==> src/hdl/tdmd_pkg.sv <==
// ----------------------------------------------------------------------------
// tdmd_pkg: shared definitions for the timed dual motor drive
// Widths, motor count, bridge codes, duty scaling constants and the
// per-motor state record used between the channel and the top level.
// ----------------------------------------------------------------------------
package tdmd_pkg;

  // Number of motor channels; motor 0 is shown as left, motor 1 as right.
  localparam int unsigned MOTORS      = 2;
  localparam int unsigned RIGHT_SHOWN = (MOTORS > 1) ? 1 : 0;

  localparam int unsigned SPEED_W = 8;
  localparam int unsigned DUTY_W  = 8;
  localparam int unsigned TICKS_W = 16;
  localparam int unsigned MAG_W   = 7;   // limited magnitude 0..100

  localparam logic [MAG_W-1:0]  SPEED_LIMIT     = MAG_W'(100);
  localparam logic [DUTY_W-1:0] DUTY_FULL_RESET = DUTY_W'(170);

  // Divide by 100 as multiply by 5243 and shift right by 19; exact for
  // products below 43690, and magnitude * full-speed duty stays below 25501.
  localparam int unsigned RECIP       = 5243;
  localparam int unsigned RECIP_W     = 13;
  localparam int unsigned RECIP_SHIFT = 19;
  localparam int unsigned SCALE_W     = DUTY_W + RECIP_W;
  localparam int unsigned PROD_W      = MAG_W + SCALE_W;
  localparam logic [SCALE_W-1:0] SCALE_RESET = SCALE_W'(170 * RECIP);

  // Input kind, carried in tuser.
  localparam logic CMD_TICK  = 1'b0;
  localparam logic CMD_DRIVE = 1'b1;

  // Bridge bits: bit 0 = input one (cw, reverse), bit 1 = input two (ccw, forward).
  localparam logic [1:0] BRIDGE_STOP = 2'b00;
  localparam logic [1:0] BRIDGE_REV  = 2'b01;
  localparam logic [1:0] BRIDGE_FWD  = 2'b10;

  typedef struct packed {
    logic [DUTY_W-1:0]  duty;
    logic [1:0]         bridge;
    logic [TICKS_W-1:0] remaining;
  } chan_state_t;

  localparam int unsigned IN_DATA_W  = 2 * SPEED_W + TICKS_W;
  localparam int unsigned OUT_BITS   = 2 * (DUTY_W + 2) + 2 * TICKS_W;
  localparam int unsigned OUT_DATA_W = ((OUT_BITS + 7) / 8) * 8;

endpackage

==> src/hdl/tdmd_cfg.sv <==
// ----------------------------------------------------------------------------
// tdmd_cfg: full-speed duty register
// Holds the full-speed duty premultiplied by the reciprocal of 100, so that
// the duty update needs a single multiply.
// ----------------------------------------------------------------------------
module tdmd_cfg (
  input  logic                               clk_i,
  input  logic                               rst_ni,
  input  logic                               duty_full_we_i,
  input  logic [tdmd_pkg::DUTY_W-1:0]        duty_full_i,
  output logic [tdmd_pkg::SCALE_W-1:0]       scale_o
);

  logic [tdmd_pkg::SCALE_W-1:0] scale_q, scale_d;

  assign scale_d = tdmd_pkg::SCALE_W'(duty_full_i)
                 * tdmd_pkg::SCALE_W'(tdmd_pkg::RECIP);

  always_ff @(posedge clk_i or negedge rst_ni) begin
    if (!rst_ni) begin
      scale_q <= tdmd_pkg::SCALE_RESET;
    end else if (duty_full_we_i) begin
      scale_q <= scale_d;
    end
  end

  assign scale_o = scale_q;

endmodule

==> src/hdl/tdmd_channel.sv <==
// ----------------------------------------------------------------------------
// tdmd_channel: one motor channel
// Holds duty, bridge bits and tick count for one motor; loads them on a
// drive beat and counts down on a tick beat.
// ----------------------------------------------------------------------------
module tdmd_channel (
  input  logic                                clk_i,
  input  logic                                rst_ni,
  input  logic                                step_i,
  input  logic                                cmd_i,
  input  logic signed [tdmd_pkg::SPEED_W-1:0] speed_i,
  input  logic [tdmd_pkg::TICKS_W-1:0]        ticks_i,
  input  logic [tdmd_pkg::SCALE_W-1:0]        scale_i,
  output tdmd_pkg::chan_state_t               state_o
);

  tdmd_pkg::chan_state_t state_q, state_d;
  logic moving_q, moving_d;

  logic [tdmd_pkg::SPEED_W-1:0] mag_raw;
  logic [tdmd_pkg::MAG_W-1:0]   mag;
  logic [tdmd_pkg::PROD_W-1:0]  prod;
  logic [tdmd_pkg::TICKS_W-1:0] rem_dec;

  // |speed|, with -128 read as 128; limit to 100.
  always_comb begin
    mag_raw = speed_i[tdmd_pkg::SPEED_W-1] ? (~speed_i + 1'b1) : speed_i;
    if (mag_raw > tdmd_pkg::SPEED_W'(tdmd_pkg::SPEED_LIMIT)) begin
      mag = tdmd_pkg::SPEED_LIMIT;
    end else begin
      mag = mag_raw[tdmd_pkg::MAG_W-1:0];
    end
  end

  assign prod    = tdmd_pkg::PROD_W'(mag) * tdmd_pkg::PROD_W'(scale_i);
  assign rem_dec = state_q.remaining - 1'b1;

  always_comb begin
    state_d  = state_q;
    moving_d = moving_q;
    if (step_i) begin
      if (cmd_i == tdmd_pkg::CMD_DRIVE) begin
        state_d.duty      = prod[tdmd_pkg::RECIP_SHIFT +: tdmd_pkg::DUTY_W];
        state_d.remaining = ticks_i;
        moving_d          = (speed_i != '0);
        priority if (speed_i == '0) begin
          state_d.bridge = tdmd_pkg::BRIDGE_STOP;
        end else if (speed_i[tdmd_pkg::SPEED_W-1]) begin
          state_d.bridge = tdmd_pkg::BRIDGE_REV;
        end else begin
          state_d.bridge = tdmd_pkg::BRIDGE_FWD;
        end
      end else if (state_q.remaining != '0) begin
        state_d.remaining = rem_dec;
        // Timed run over: stop the bridge and drop the duty.
        if (moving_q && (rem_dec == '0)) begin
          state_d.duty   = '0;
          state_d.bridge = tdmd_pkg::BRIDGE_STOP;
          moving_d       = 1'b0;
        end
      end
    end
  end

  always_ff @(posedge clk_i or negedge rst_ni) begin
    if (!rst_ni) begin
      state_q  <= '0;
      moving_q <= 1'b0;
    end else begin
      state_q  <= state_d;
      moving_q <= moving_d;
    end
  end

  assign state_o = state_q;

endmodule

==> src/hdl/timed_dual_motor_drive.sv <==
// ----------------------------------------------------------------------------
// timed_dual_motor_drive: two H-bridge channels with timed runs
// Takes drive and tick beats, keeps per-motor duty, bridge bits and tick
// counts, and returns one status beat per input beat.
// ----------------------------------------------------------------------------
// Each input beat is either a drive command (tuser high) or a time tick
// (tuser low), and every input beat yields exactly one output beat showing
// motor 0 (left) and motor 1 (right) after the update. A drive command sets
// each motor's duty to min(|speed|,100) * duty_full / 100 (truncated), its
// bridge to forward (ccw) for positive, reverse (cw) for negative, stop for
// zero, and loads run_ticks into both counts; run_ticks of 0 means run with no
// timeout. A tick decrements every nonzero count, and a moving motor whose
// count hits zero stops with duty 0. The path is two registers deep: an
// input register, then the channel state, which doubles as the output
// register. One beat per cycle is sustained while m_axis_tready stays
// high; the limiting path is the 7 x 21 bit duty multiply in each channel.
// The full-speed duty is written through duty_full_we_i while no beat is
// in flight; a new value takes effect at the next drive command.
// ----------------------------------------------------------------------------
module timed_dual_motor_drive (
  input  logic                                 clk_i,
  input  logic                                 rst_ni,
  // Input stream
  input  logic                                 s_axis_tvalid,
  output logic                                 s_axis_tready,
  // tdata: left_speed[7:0], right_speed[15:8], run_ticks[31:16]
  input  logic [tdmd_pkg::IN_DATA_W-1:0]       s_axis_tdata,
  // tuser: cmd (0 = tick, 1 = drive)
  input  logic                                 s_axis_tuser,
  // Output stream
  output logic                                 m_axis_tvalid,
  input  logic                                 m_axis_tready,
  // tdata: duty_left[7:0], cw_left[8], ccw_left[9], duty_right[17:10],
  //        cw_right[18], ccw_right[19], left_remaining[35:20],
  //        right_remaining[51:36], zero fill [55:52]
  output logic [tdmd_pkg::OUT_DATA_W-1:0]      m_axis_tdata,
  // Configuration
  input  logic                                 duty_full_we_i,
  input  logic [tdmd_pkg::DUTY_W-1:0]          duty_full_i
);

  // Input register
  logic                                 in_valid_q, in_valid_d;
  logic                                 cmd_q;
  logic [tdmd_pkg::SPEED_W-1:0]         speed_l_q, speed_r_q;
  logic [tdmd_pkg::TICKS_W-1:0]         ticks_q;
  logic                                 out_valid_q, out_valid_d;
  logic                                 advance;
  logic                                 in_take;

  logic [tdmd_pkg::SCALE_W-1:0]         scale;
  tdmd_pkg::chan_state_t                chan_state [tdmd_pkg::MOTORS];
  tdmd_pkg::chan_state_t                left_st, right_st;

  // Advance the held beat into the channels when the output slot is free
  // or being emptied in this cycle.
  assign advance       = in_valid_q && (!out_valid_q || m_axis_tready);
  assign s_axis_tready = !in_valid_q || advance;
  assign in_take       = s_axis_tvalid && s_axis_tready;

  always_comb begin
    in_valid_d = in_valid_q;
    if (in_take) begin
      in_valid_d = 1'b1;
    end else if (advance) begin
      in_valid_d = 1'b0;
    end
  end

  always_comb begin
    out_valid_d = out_valid_q;
    if (advance) begin
      out_valid_d = 1'b1;
    end else if (m_axis_tready) begin
      out_valid_d = 1'b0;
    end
  end

  always_ff @(posedge clk_i or negedge rst_ni) begin
    if (!rst_ni) begin
      in_valid_q  <= 1'b0;
      out_valid_q <= 1'b0;
    end else begin
      in_valid_q  <= in_valid_d;
      out_valid_q <= out_valid_d;
    end
  end

  // Payload: hold until the next accepted beat.
  always_ff @(posedge clk_i) begin
    if (in_take) begin
      cmd_q     <= s_axis_tuser;
      speed_l_q <= s_axis_tdata[0 +: tdmd_pkg::SPEED_W];
      speed_r_q <= s_axis_tdata[tdmd_pkg::SPEED_W +: tdmd_pkg::SPEED_W];
      ticks_q   <= s_axis_tdata[2*tdmd_pkg::SPEED_W +: tdmd_pkg::TICKS_W];
    end
  end

  tdmd_cfg u_cfg (
    .clk_i          (clk_i),
    .rst_ni         (rst_ni),
    .duty_full_we_i (duty_full_we_i),
    .duty_full_i    (duty_full_i),
    .scale_o        (scale)
  );

  // Motor 0 takes the left speed, all others the right speed.
  for (genvar m = 0; m < tdmd_pkg::MOTORS; m++) begin : g_chan
    tdmd_channel u_chan (
      .clk_i   (clk_i),
      .rst_ni  (rst_ni),
      .step_i  (advance),
      .cmd_i   (cmd_q),
      .speed_i ((m == 0) ? speed_l_q : speed_r_q),
      .ticks_i (ticks_q),
      .scale_i (scale),
      .state_o (chan_state[m])
    );
  end

  assign left_st  = chan_state[0];
  assign right_st = chan_state[tdmd_pkg::RIGHT_SHOWN];

  assign m_axis_tvalid = out_valid_q;
  assign m_axis_tdata  = tdmd_pkg::OUT_DATA_W'({
                           right_st.remaining,
                           left_st.remaining,
                           right_st.bridge[1], right_st.bridge[0], right_st.duty,
                           left_st.bridge[1],  left_st.bridge[0],  left_st.duty
                         });

endmodule
==> config.mk <==
export PLATFORM = sky130hd
export DESIGN_NAME = timed_dual_motor_drive
export DESIGN_NICKNAME = d
export VERILOG_FILES = /design/src/hdl/tdmd_pkg.sv /design/src/hdl/tdmd_cfg.sv /design/src/hdl/tdmd_channel.sv /design/src/hdl/timed_dual_motor_drive.sv
export SDC_FILE = /design/constraint.sdc
export NUM_CORES = 1
export LEC_CHECK = 0
export BUFFER_PORTS_ARGS = -buffer_cell sky130_fd_sc_hd__clkbuf_2
export CELL_PAD_IN_SITES_DETAIL_PLACEMENT = 0
export CELL_PAD_IN_SITES_GLOBAL_PLACEMENT = 1
export CORE_MARGIN = 2
export CORE_UTILIZATION = 49
export DETAILED_ROUTE_END_ITERATION = 8
export GPL_TIMING_DRIVEN = 0
export PLACE_DENSITY = 0.93
export REMOVE_ABC_BUFFERS = 1
export SKIP_LAST_GASP = 1
export SLEW_MARGIN = 10
export SYNTH_ARGS = -nofsm -noshare
export SYNTH_HDL_FRONTEND = slang
export SYNTH_SLANG_ARGS = --single-unit
==> constraint.sdc <==
create_clock -name clk_i -period 7.25 [get_ports clk_i]
set_input_delay 0.3625 -clock clk_i [delete_from_list [all_inputs] [get_ports clk_i]]
set_output_delay 0.3625 -clock clk_i [all_outputs]
set_load 0.01 [all_outputs]
# Word level (Yosys, flattened, before mapping)

Index checks and enable logic that the tools add are counted.

Memories: 0
Register bits: 110
Latch bits: 0
Memory bits (read-only): 0
RAM bits: 0

Equality and inequality tests: 0
Div/mod/pow operators: 0
Shifts and indexed selects: 0
Multipliers: 3
$add $sub $neg: 4
Bitwise logic cells: 2
Mux-type cells: 24
Reductions and logical operators: 26
Magnitude comparators: 2

Operators by type and width:

| cell                    | count |
|---|---|
| $mux W26                | 4 |
| $mul A7 B21 Y27         | 2 |
| $logic_not A16 Y1       | 2 |
| $reduce_bool A16 Y1     | 2 |
| $sub A16 B1 Y16 const B | 2 |
| $mul A8 B13 Y21 const B | 1 |
| $mux W10                | 2 |
| $add A8 B1 Y8 const B   | 2 |
| $gt A8 B7 Y1 const B    | 2 |
| $logic_not A8 Y1        | 2 |
| $mux W8                 | 2 |
| $not A8 Y8              | 2 |
| $reduce_bool A8 Y1      | 2 |
| $mux W7                 | 2 |
| $reduce_bool A2 Y1      | 6 |
| $mux W1                 | 10 |
| $mux W2                 | 4 |
| $reduce_and A3 Y1       | 2 |
| $logic_and A1 B1 Y1     | 4 |
| $reduce_and A2 Y1       | 2 |
| $logic_not A1 Y1        | 2 |
| $logic_or A1 B1 Y1      | 2 |

# Longest topological paths before layout

Gate-level depths: netlist of the first run.

Depth after elaboration: 7
Gate-level depth with buffers: 28
Depth with buffers taken out: 27

# By module

A second synthesis of the first run with hierarchy kept.

Cell total of the unflattened synthesis: 1748
Area total of the unflattened synthesis: 16035.4 µm²

Modules (own cells, without submodules):

| module                           | sequential area each (µm²) | area each (µm²) | instances | cells each |
|---|---|---|---|---|
| tdmd_channel at g_chan[0].u_chan | 675.6                      | 5985.7          | 1         | 710 |
| tdmd_channel at g_chan[1].u_chan | 675.6                      | 5977.0          | 1         | 685 |
| tdmd_cfg                         | 540.5                      | 2944.1          | 1         | 307 |
| timed_dual_motor_drive           | 1041.0                     | 1128.6          | 1         | 46 |

# Worst setup path before layout of the first run

OpenSTA, ideal clock, no wires.

Kind: register to register
Start: register speed_l_q[2] in the netlist's numbering
End: register g_chan[0].u_chan.state_q (netlist bit g_chan[0].u_chan.state_o[24])
Stages on the path, launching flop included: 25
Path slack: 701 ps
Buffers on the path: 1
Clock period less this slack: 6549 ps
Library setup time: 133 ps
Required time: 7117 ps
Data arrival time: 6416 ps
Cells stage by stage: edfxtp_1 -> nor3_4 -> a31oi_1 -> or4_1 -> or3_1 -> o41ai_1 -> nor2_1 -> clkbuf_1 -> and2_1 -> fa_1 -> fa_1 -> fa_1 -> inv_1 -> fa_1 -> inv_1 -> ha_1 -> a21oi_1 -> a21boi_0 -> o31ai_1 -> nand3_1 -> o211ai_2 -> nand3b_1 -> a21oi_1 -> xor2_1 -> o21ai_0

Longest elaborated chain between the ends: 7

RTL lines:

| item                     | RTL line                     | text |
|---|---|---|
| start: declaration       | timed_dual_motor_drive.sv:45 | `logic [tdmd_pkg::SPEED_W-1:0] speed_l_q, speed_r_q;` |
| start signal: assignment | timed_dual_motor_drive.sv:93 | `speed_l_q <= s_axis_tdata[0 +: tdmd_pkg::SPEED_W];` |
| $not A8 Y8               | tdmd_channel.sv:27           | `mag_raw = speed_i[tdmd_pkg::SPEED_W-1] ? (~speed_i + 1'b1) : speed_i;` |
| $add A8 B1 Y8            | tdmd_channel.sv:27           |  |
| $mux W8 *                | tdmd_channel.sv:27           |  |
| $gt A8 B7 Y1             | tdmd_channel.sv:28           | `if (mag_raw > tdmd_pkg::SPEED_W'(tdmd_pkg::SPEED_LIMIT)) begin` |
| $mux W7 *                | tdmd_channel.sv:28           |  |
| $mul A7 B21 Y27 *        | tdmd_channel.sv:35           | `assign prod = tdmd_pkg::PROD_W'(mag) * tdmd_pkg::PROD_W'(scale_i);` |
| $mux W26 *               | tdmd_channel.sv:42           | `if (cmd_i == tdmd_pkg::CMD_DRIVE) begin` |
| end signal: assignment   | tdmd_channel.sv:70           | `state_q <= state_d;` |
| end: declaration         | tdmd_channel.sv:17           | `tdmd_pkg::chan_state_t state_q, state_d;` |

Mark *: on every way between the ends. The rest lies on a longest branch, timed or not.
A chain may end at the register's enable or synchronous reset.

# Final worst setup path of the first run

Start: register speed_l_q[4] in the netlist's numbering
End: register g_chan[0].u_chan.state_q (netlist bit g_chan[0].u_chan.state_o[18])

The elaborated chain is that of the path after synthesis.

==> impl_metrics.env, run 1 <==
export IMPL_status="complete, but fails checks"
export IMPL_violations="negative hold slack"
export IMPL_antenna_found_initial=0
export IMPL_synth_area_per_cell_um2=9.252
export IMPL_crit_type="reg2reg"
export IMPL_ys_async_sr_fraction_pct=70.00
export IMPL_grt_pass1_vias=12250
export IMPL_worst_path_max_delay_cell="or4_1"
export IMPL_yosys_area_top_type="fa_1"
export IMPL_cts_sinks=110
export IMPL_arrival_ps=7220
export IMPL_yosysTopAreaCellShare_pct=27.58
export IMPL_antenna_cells=0
export IMPL_slew_violations=0
export IMPL_place_gp_congestion=0.8792
export IMPL_core_area_um2=30430
export IMPL_vias_per_cell=5.595
export IMPL_die_area_um2=32230
export IMPL_clock_latency_ps=380
export IMPL_die_height_um=179.5
export IMPL_placed_area_um2=15970
export IMPL_ys_top_cells_by_count="inv_1, fa_1, and2_1"
export IMPL_grt_most_used_layer="met2"
export IMPL_skew_ps=15.08
export IMPL_vias=11830
export IMPL_endpoint_kind="register"
export IMPL_ys_seq_elements=110
export IMPL_die_w_um=179.5
export IMPL_htreeDepth=3
export IMPL_met2_usage_pct=38.61
export IMPL_antenna_left=0
export IMPL_synth_edf_count=33
export IMPL_fmax_ghz=0.1428
export IMPL_dp_cells=2064
export IMPL_use_met3_pct=2.897
export IMPL_floorplan_initialDensity_pct=49.62
export IMPL_synth_area_leaders="fa_1, ha_1, dfrtp_1, and2_1, edfxtp_1"
export IMPL_hold_slack_ps=-20.56
export IMPL_period_needed_ps=7001
export IMPL_fin_ws_ps=248.7
export IMPL_io_pins=104
export IMPL_slew_headroom_pct=33.95
export IMPL_worstPathMaxFanout=10
export IMPL_grt_max_degree=42
export IMPL_cts_clk_slew_worst_paths_ps=90
export IMPL_synth_cells=1632
export IMPL_numPortBuffers=99
export IMPL_fin_util_pct=54.86
export IMPL_yosys_cell_count_top_type="inv_1"
export IMPL_crit_required_ps=7470
export IMPL_final_area_um2=16690
export IMPL_hold_viol_final=19
export IMPL_rows=64
export IMPL_tritoncts="yes"
export IMPL_setup_viol=0
export IMPL_cp_start_kind="register"
export IMPL_gr_total_overflow=0
export IMPL_grtUsageTotal_pct=22.74
export IMPL_drive_gt1_share_pct=13.45
export IMPL_instances_no_fill=2114
export IMPL_drv_cap=0
export IMPL_drcViolationCount=0
export IMPL_hp_class="in2async"
export IMPL_synth_main_ff_cell="dfrtp_1"
export IMPL_yosysWarnings=0
export IMPL_tightest_slew_ps=988.4
export IMPL_pre_cts_ws_ps=-591.9
export IMPL_dp_hpwl_um=26710
export IMPL_firstDrtPassIters=5
export IMPL_ys_seq_area_share_pct=19.42
export IMPL_root_buffer="clkbuf_16"
export IMPL_synthDistinctLibCells=67
export IMPL_syn_area_um2=15100
export IMPL_period_share_pct=96.57
export IMPL_cts_buffers=9
export IMPL_syn_to_final_growth_pct=10.55
export IMPL_ctsLongestPathBuffers=2
export IMPL_first_iter_violations=604
export IMPL_grt_pass1_wl_um=60380
export IMPL_ctsHoldBuffers=0
export IMPL_nNetsFinal=2113
export IMPL_critPathMaxStageDelay_ps=570
export IMPL_wl_um=35940
export IMPL_wl_per_cell_um=17.00
export IMPL_grt_use_met1_pct=30.40
logic make-up (layout without fill, tap and decap cells):
| kind of cell | count (synthesis) | count (layout) | share of synthesized area, % |
|---|---|---|---|
| buffers and inverters | 326 | 404 | 8.228 |
| multiplexers | 23 | 23 | 1.674 |
| AND/OR/NAND/NOR | 535 | 540 | 18.64 |
| adder cells (fa/ha/maj) | 355 | 355 | 39.74 |
| other | 1 | 4 | 0.02484 |
| XOR/XNOR | 42 | 42 | 2.436 |
| AO/OA/AOI/OAI | 240 | 240 | 9.836 |
| flip-flops | 110 | 110 | 19.42 |
cell type report:
class	count	area, um^2
fill	2721	13740
inverter	251	942.2
clock buffer	9	225.2
clock inverter	7	101.3
multi-input combinational	1204	11150
sequential	110	2933
timing repair buffer	137	847.1
tap	396	495.5
cells in the final DEF, fill, tap and decap left out, types with 33 or more instances in the layout:
cell      Yosys  layout
and2_1      181     180
edfxtp_1     33      33
inv_1       250     250
ha_1        146     145
dfrtp_1      65      65
nor3_1       33      33
nand2_1     153     153
a21oi_1      72      70
o21ai_0      60      57
nor2_1       52      40
clkbuf_2      0      98
fa_1        208     208
final timing paths:
kind                                                       startpoint                                        to  slack [ps]  depth (start not counted)
max in group asynchronous                                      rst_ni             u_cfg.scale_o[11]$_DFFE_PN1P_        6560                          2
min in group clk_i                                   s_axis_tdata[23]                      ticks_q[7]$_DFFE_PP_         150                          1
worst min-delay path                                           rst_ni   g_chan[0].u_chan.state_o[9]$_DFFE_PN0P_         -20                          1
worst max-delay path                           speed_l_q[4]$_DFFE_PP_  g_chan[0].u_chan.state_o[18]$_DFFE_PN0P_         250                         25
worst min register to register  g_chan[1].u_chan.moving_q$_DFFE_PN0P_     g_chan[1].u_chan.moving_q$_DFFE_PN0P_         490                          2
worst max register to register                 speed_l_q[4]$_DFFE_PP_  g_chan[0].u_chan.state_o[18]$_DFFE_PN0P_         250                         25
layer usage:
metal,vias up,wire (um)
met5,-,0
met4,0,846
met3,58,1764
met2,313,17880
met1,5980,15450
li1,5476,-
metrics by stage:
step / setup TNS, ps / hold WS, ps
after floorplan: 0 / 66.91
after global placement: -5109 / 468.7
after detailed placement: -5484 / 408.7
after CTS: 0 / 0.9280
after global routing: -186.7 / 12.85
final: 0 / -20.56
worst max-delay path: cells and delay by family (launching register included):
kind            cells  cell delay [ps]
buf+inv             5              430
xor+xnor            1              320
simple gates        8             1900
fa+ha+maj           5             2230
flops               1              480
compound gates      6             1480
state kept, by name, indices dropped and copies added, names as in the netlist:
signal	cells
g_chan.u_chan.state_o	52
u_cfg.scale_o	21
ticks_q	16
speed_l_q	8
speed_r_q	8
g_chan.u_chan.moving_q	2
cmd_q	1
in_valid_q	1
m_axis_tvalid	1
timing repair:
action	4_1_cts	5_1_grt
resized for setup	9	20
cloned	3	2
pin swaps	3	11
setup buffers	7	22
endpoints found under the setup margin	16	16
Power of run 1 is left out: the tool's default activity adds up to more than one toggle a clock period on the data nets, which glitch-free logic cannot reach.
==> inputs of run 2 (changes only) <==
--- a/config.mk
+++ b/config.mk
@@ -14,6 +14,7 @@
 export GPL_TIMING_DRIVEN = 0
 export PLACE_DENSITY = 0.93
 export REMOVE_ABC_BUFFERS = 1
+export SETUP_SLACK_MARGIN = 0.3
 export SKIP_LAST_GASP = 1
 export SLEW_MARGIN = 10
 export SYNTH_ARGS = -nofsm -noshare
==> impl_metrics.env, run 2 (synthesis gave the netlist of run 1 again) <==
export IMPL_place_gp_congestion=0.8792
export IMPL_die_w_um=179.5
export IMPL_r2r_start="speed_l_q[3]$_DFFE_PP_"
export IMPL_endpoint_kind="register"
export IMPL_floorplan_initialDensity_pct=49.62
export IMPL_final_area_um2=16980
export IMPL_period_share_pct=94.12
export IMPL_slew_headroom_pct=35.39
export IMPL_slew_violations=0
export IMPL_final_cell_mix="inv_1, fa_1, and2_1"
export IMPL_ctsLongestPathBuffers=2
export IMPL_setup_viol=0
export IMPL_worst_path_max_delay_cell="or4_4"
export IMPL_largest_register_ffs=52
export IMPL_rows=64
export IMPL_clock_latency_ps=380
export IMPL_first_iter_violations=625
export IMPL_drive_gt1_share_pct=15.28
export IMPL_dp_hpwl_um=26710
export IMPL_status="complete, but fails checks"
export IMPL_io_pins=104
export IMPL_final_common_cell="inv_1"
export IMPL_wl_um=36690
export IMPL_cp_start_kind="register"
export IMPL_tightest_slew_ps=966.8
export IMPL_critPathMaxStageDelay_ps=550
export IMPL_die_height_um=179.5
export IMPL_period_needed_ps=6824
export IMPL_nNetsFinal=2129
export IMPL_violations="negative hold slack"
export IMPL_drv_cap=0
export IMPL_fin_ws_ps=426.2
export IMPL_hold_slack_ps=-21.34
export IMPL_worstPathMaxFanout=7
export IMPL_vias=12010
export IMPL_drcViolationCount=0
export IMPL_hp_class="in2async"
export IMPL_placed_area_um2=15970
export IMPL_cts_clk_slew_worst_paths_ps=90
export IMPL_grt_pass1_vias=12410
export IMPL_grtUsageTotal_pct=23.06
export IMPL_antenna_found_initial=0
export IMPL_arrival_ps=7090
export IMPL_htreeDepth=3
export IMPL_hold_viol_final=20
export IMPL_antenna_left=0
export IMPL_cts_sinks=110
export IMPL_antenna_cells=0
export IMPL_path_common_cell="fa_1"
export IMPL_die_area_um2=32230
export IMPL_fillers=2692
export IMPL_grt_pass1_wl_um=61220
export IMPL_vias_per_cell=5.639
export IMPL_tritoncts="yes"
export IMPL_numPortBuffers=99
export IMPL_wl_per_cell_um=17.22
export IMPL_crit_required_ps=7520
export IMPL_core_area_um2=30430
export IMPL_gr_total_overflow=0
export IMPL_crit_type="reg2reg"
export IMPL_root_buffer="clkbuf_16"
export IMPL_fmax_ghz=0.1465
export IMPL_pre_cts_ws_ps=-591.9
export IMPL_firstDrtPassIters=5
export IMPL_cts_buffers=9
export IMPL_syn_to_final_growth_pct=12.46
export IMPL_rsz0062_at_grt="false"
export IMPL_cp_startpoint="speed_l_q[3]$_DFFE_PP_"
export IMPL_skew_ps=15.71
export IMPL_ctsHoldBuffers=0
export IMPL_grt_max_degree=42
export IMPL_fin_util_pct=55.81
==> run 2: changes by cell type in the layout (fill, tap and decap cells not counted), sizes merged <==
cell	previous run	this run
buf	38	54
==> run 2: timing repair <==
item | in CTS | in global routing
cloned | 5 | 0
pin swaps | 10 | 21
endpoints found under the setup margin | 16 | 15
setup buffers | 23 | 22
gates resized for setup | 22 | 39
==> run 2: worst paths after layout <==
kind	cells after the start	slack, ps	endpoint
min in group clk_i	1	150	ticks_q[7]$_DFFE_PP_
setup reg to reg	25	430	g_chan[0].u_chan.state_o[23]$_DFFE_PN0P_
max in group asynchronous	2	6560	u_cfg.scale_o[11]$_DFFE_PN1P_
setup / recovery	25	430	g_chan[0].u_chan.state_o[23]$_DFFE_PN0P_
hold / removal	1	-20	g_chan[0].u_chan.state_o[3]$_DFFE_PN0P_
hold reg to reg	2	490	g_chan[1].u_chan.moving_q$_DFFE_PN0P_
==> run 2: critical path: cells and delay by family, from the launching register on <==
kind                     cells  cell delay, ps
adder cells (fa/ha/maj)      5            2280
AO/OA/AOI/OAI                6            1310
flip-flops                   1             430
AND/OR/NAND/NOR              8            1990
XOR/XNOR                     1             120
buffers and inverters        5             560
==> run 2: per-layer routing <==
metal	up-vias	track usage, %	part of all wire, %
li1	5516	-	-
met1	6113	30.65	42
met2	313	39.08	50
met3	69	3.241	5.1
met4	0	7.415	2.5
met5	-	0	0
==> run 2: cell type report <==
class	instances	area [um^2]	share of cell area [%]
clock buffer	9	225.2	1.326
sequential	110	2933	17.27
clock inverter	7	101.3	0.5968
tap	396	495.5	2.918
timing repair buffer	153	958.4	5.644
multi-input combinational	1204	11330	66.70
inverter	251	942.2	5.548
==> run 2: through the flow <==
stage | cells | setup TNS (ps)
finish | 2130 | 0
CTS | 2108 | 0
global placement | 2055 | -5109
global route | 2130 | 0
detailed placement | 2064 | -5484
floorplan | 1560 | 0
Power of run 2 is left out for the same reason.
==> inputs of run 3 (changes only) <==
--- a/config.mk
+++ b/config.mk
@@ -12,7 +12,8 @@
 export CORE_UTILIZATION = 49
 export DETAILED_ROUTE_END_ITERATION = 8
 export GPL_TIMING_DRIVEN = 0
-export PLACE_DENSITY = 0.93
+export PLACE_DENSITY = 0.84
+export RECOVER_POWER = 100
 export REMOVE_ABC_BUFFERS = 1
 export SETUP_SLACK_MARGIN = 0.3
 export SKIP_LAST_GASP = 1
==> impl_metrics.env, run 3 (synthesis gave the netlist of run 1 again) <==
export IMPL_status="complete, but fails checks"
export IMPL_violations="max-capacitance violations, max-slew violations"
export IMPL_root_buffer="clkbuf_16"
export IMPL_instances_no_fill=2141
export IMPL_antenna_left=0
export IMPL_gr_total_overflow=0
export IMPL_io_pins=104
export IMPL_syn_to_final_growth_pct=11.89
export IMPL_cts_buffers=9
export IMPL_final_common_cell="inv_1"
export IMPL_ff2ff_setup_slack_ps=440
export IMPL_period_needed_ps=6814
export IMPL_grt_pass1_vias=11880
export IMPL_drcViolationCount=0
export IMPL_tns_ps=0
export IMPL_tritoncts="yes"
export IMPL_final_cell_mix="inv_1, fa_1, and2_1"
export IMPL_largest_register_ffs=52
export IMPL_crit_required_ps=7510
export IMPL_period_share_pct=93.99
export IMPL_cp_start_kind="register"
export IMPL_drive_gt1_share_pct=11.75
export IMPL_grt_pass1_wl_um=61010
export IMPL_place_gp_congestion=0.8393
export IMPL_nNetsFinal=2140
export IMPL_floorplan_initialDensity_pct=49.62
export IMPL_antenna_found_initial=0
export IMPL_first_iter_violations=652
export IMPL_wl_um=37480
export IMPL_tightest_slew_ps=2807
export IMPL_skew_ps=13.87
export IMPL_arrival_ps=7070
export IMPL_grt_max_degree=50
export IMPL_vias=11900
export IMPL_ctsLongestPathBuffers=2
export IMPL_htreeDepth=3
export IMPL_clock_latency_ps=380
export IMPL_endpoint_kind="register"
export IMPL_dp_hpwl_um=27060
export IMPL_die_area_um2=32230
export IMPL_hold_viol_final=0
export IMPL_die_height_um=179.5
export IMPL_fillers=2808
export IMPL_crit_type="reg2reg"
export IMPL_drv_cap=5
export IMPL_hp_class="in2reg"
export IMPL_worstPathMaxFanout=11
export IMPL_core_area_um2=30430
export IMPL_numPortBuffers=99
export IMPL_cts_sinks=110
export IMPL_cts_clk_slew_worst_paths_ps=90
export IMPL_slew_violations=152
export IMPL_slew_headroom_pct=-87.11
export IMPL_grtUsageTotal_pct=23.33
export IMPL_fmax_ghz=0.1468
export IMPL_antenna_cells=0
export IMPL_vias_per_cell=5.559
export IMPL_firstDrtPassIters=5
export IMPL_rows=64
export IMPL_rsz0062_at_grt="true"
export IMPL_die_w_um=179.5
export IMPL_dp_cells=2066
export IMPL_wl_per_cell_um=17.51
export IMPL_setup_viol=0
-- run 3: repair_timing --
item | CTS | global route
setup endpoints to repair | 16 | 16
endpoints found under the hold margin | 16 | 0
buffers inserted | 26 | 25
hold buffers | 1 | 0
cloned | 6 | 1
resized for setup | 20 | 43
pin swaps | 11 | 28
-- run 3: area by class of cell --
cell class                      count  area [um^2]  area share, %
Inverter                          251        942.2          5.577
Multi-Input combinational cell   1206        11290          66.83
Clock inverter                      7        62.56         0.3703
Clock buffer                        9        225.2          1.333
Timing Repair Buffer              162        945.9          5.599
Sequential cell                   110         2933          17.36
Tap cell                          396        495.5          2.933
-- run 3: critical path, cell delays in order, from the launching register on --
cell and delay, ps:
edfxtp_1 450, or2_4 280, or4_4 530, a41o_1 310
a21oi_4 160, o22ai_4 100, buf_12 170, nand2b_4 210
and2_4 220, fa_1 490, inv_1 50, fa_1 530
inv_1 50, fa_1 480, inv_1 50, fa_1 480
inv_1 50, ha_1 300, a21oi_2 160, o21ai_2 100
or3_4 390, o211ai_1 210, clkbuf_1 240, a211oi_1 150
nor3_1 230, xnor2_1 110, a22o_1 190
-- run 3: layer usage --
layer | routed length [um] | GRT usage, % | vias up
met5 | 0 | 0 | -
met4 | 790 | 6.634 | 0
met3 | 1769 | 2.836 | 55
met2 | 18450 | 39.48 | 303
met1 | 16470 | 31.70 | 6013
li1 | - | - | 5531
-- run 3: worst paths after layout --
kind,start,to,cells past startpoint
max,speed_r_q[0]$_DFFE_PP_,g_chan[1].u_chan.state_o[24]$_DFFE_PN0P_,26
min,s_axis_tdata[29],ticks_q[13]$_DFFE_PP_,1
max reg2reg,speed_r_q[0]$_DFFE_PP_,g_chan[1].u_chan.state_o[24]$_DFFE_PN0P_,26
min reg2reg,g_chan[0].u_chan.state_o[16]$_DFFE_PN0P_,g_chan[0].u_chan.state_o[16]$_DFFE_PN0P_,2
max in group asynchronous,rst_ni,g_chan[0].u_chan.state_o[19]$_DFFE_PN0P_,3
min in group asynchronous,rst_ni,g_chan[1].u_chan.state_o[17]$_DFFE_PN0P_,2
-- run 3: stage by stage --
step	utilization [%]	setup WS [ps]	hold WS, ps	instance area (um^2)
floorplan	-	635.4	66.91	14810
global placement	51.93	-794.8	467.2	15800
detailed placement	52.62	-938.5	362.2	16010
CTS	54.78	292.1	139.4	16670
global route	55.52	91.50	142.9	16900
finish	55.52	436.1	149.4	16900
Power of run 3 is left out for the same reason.
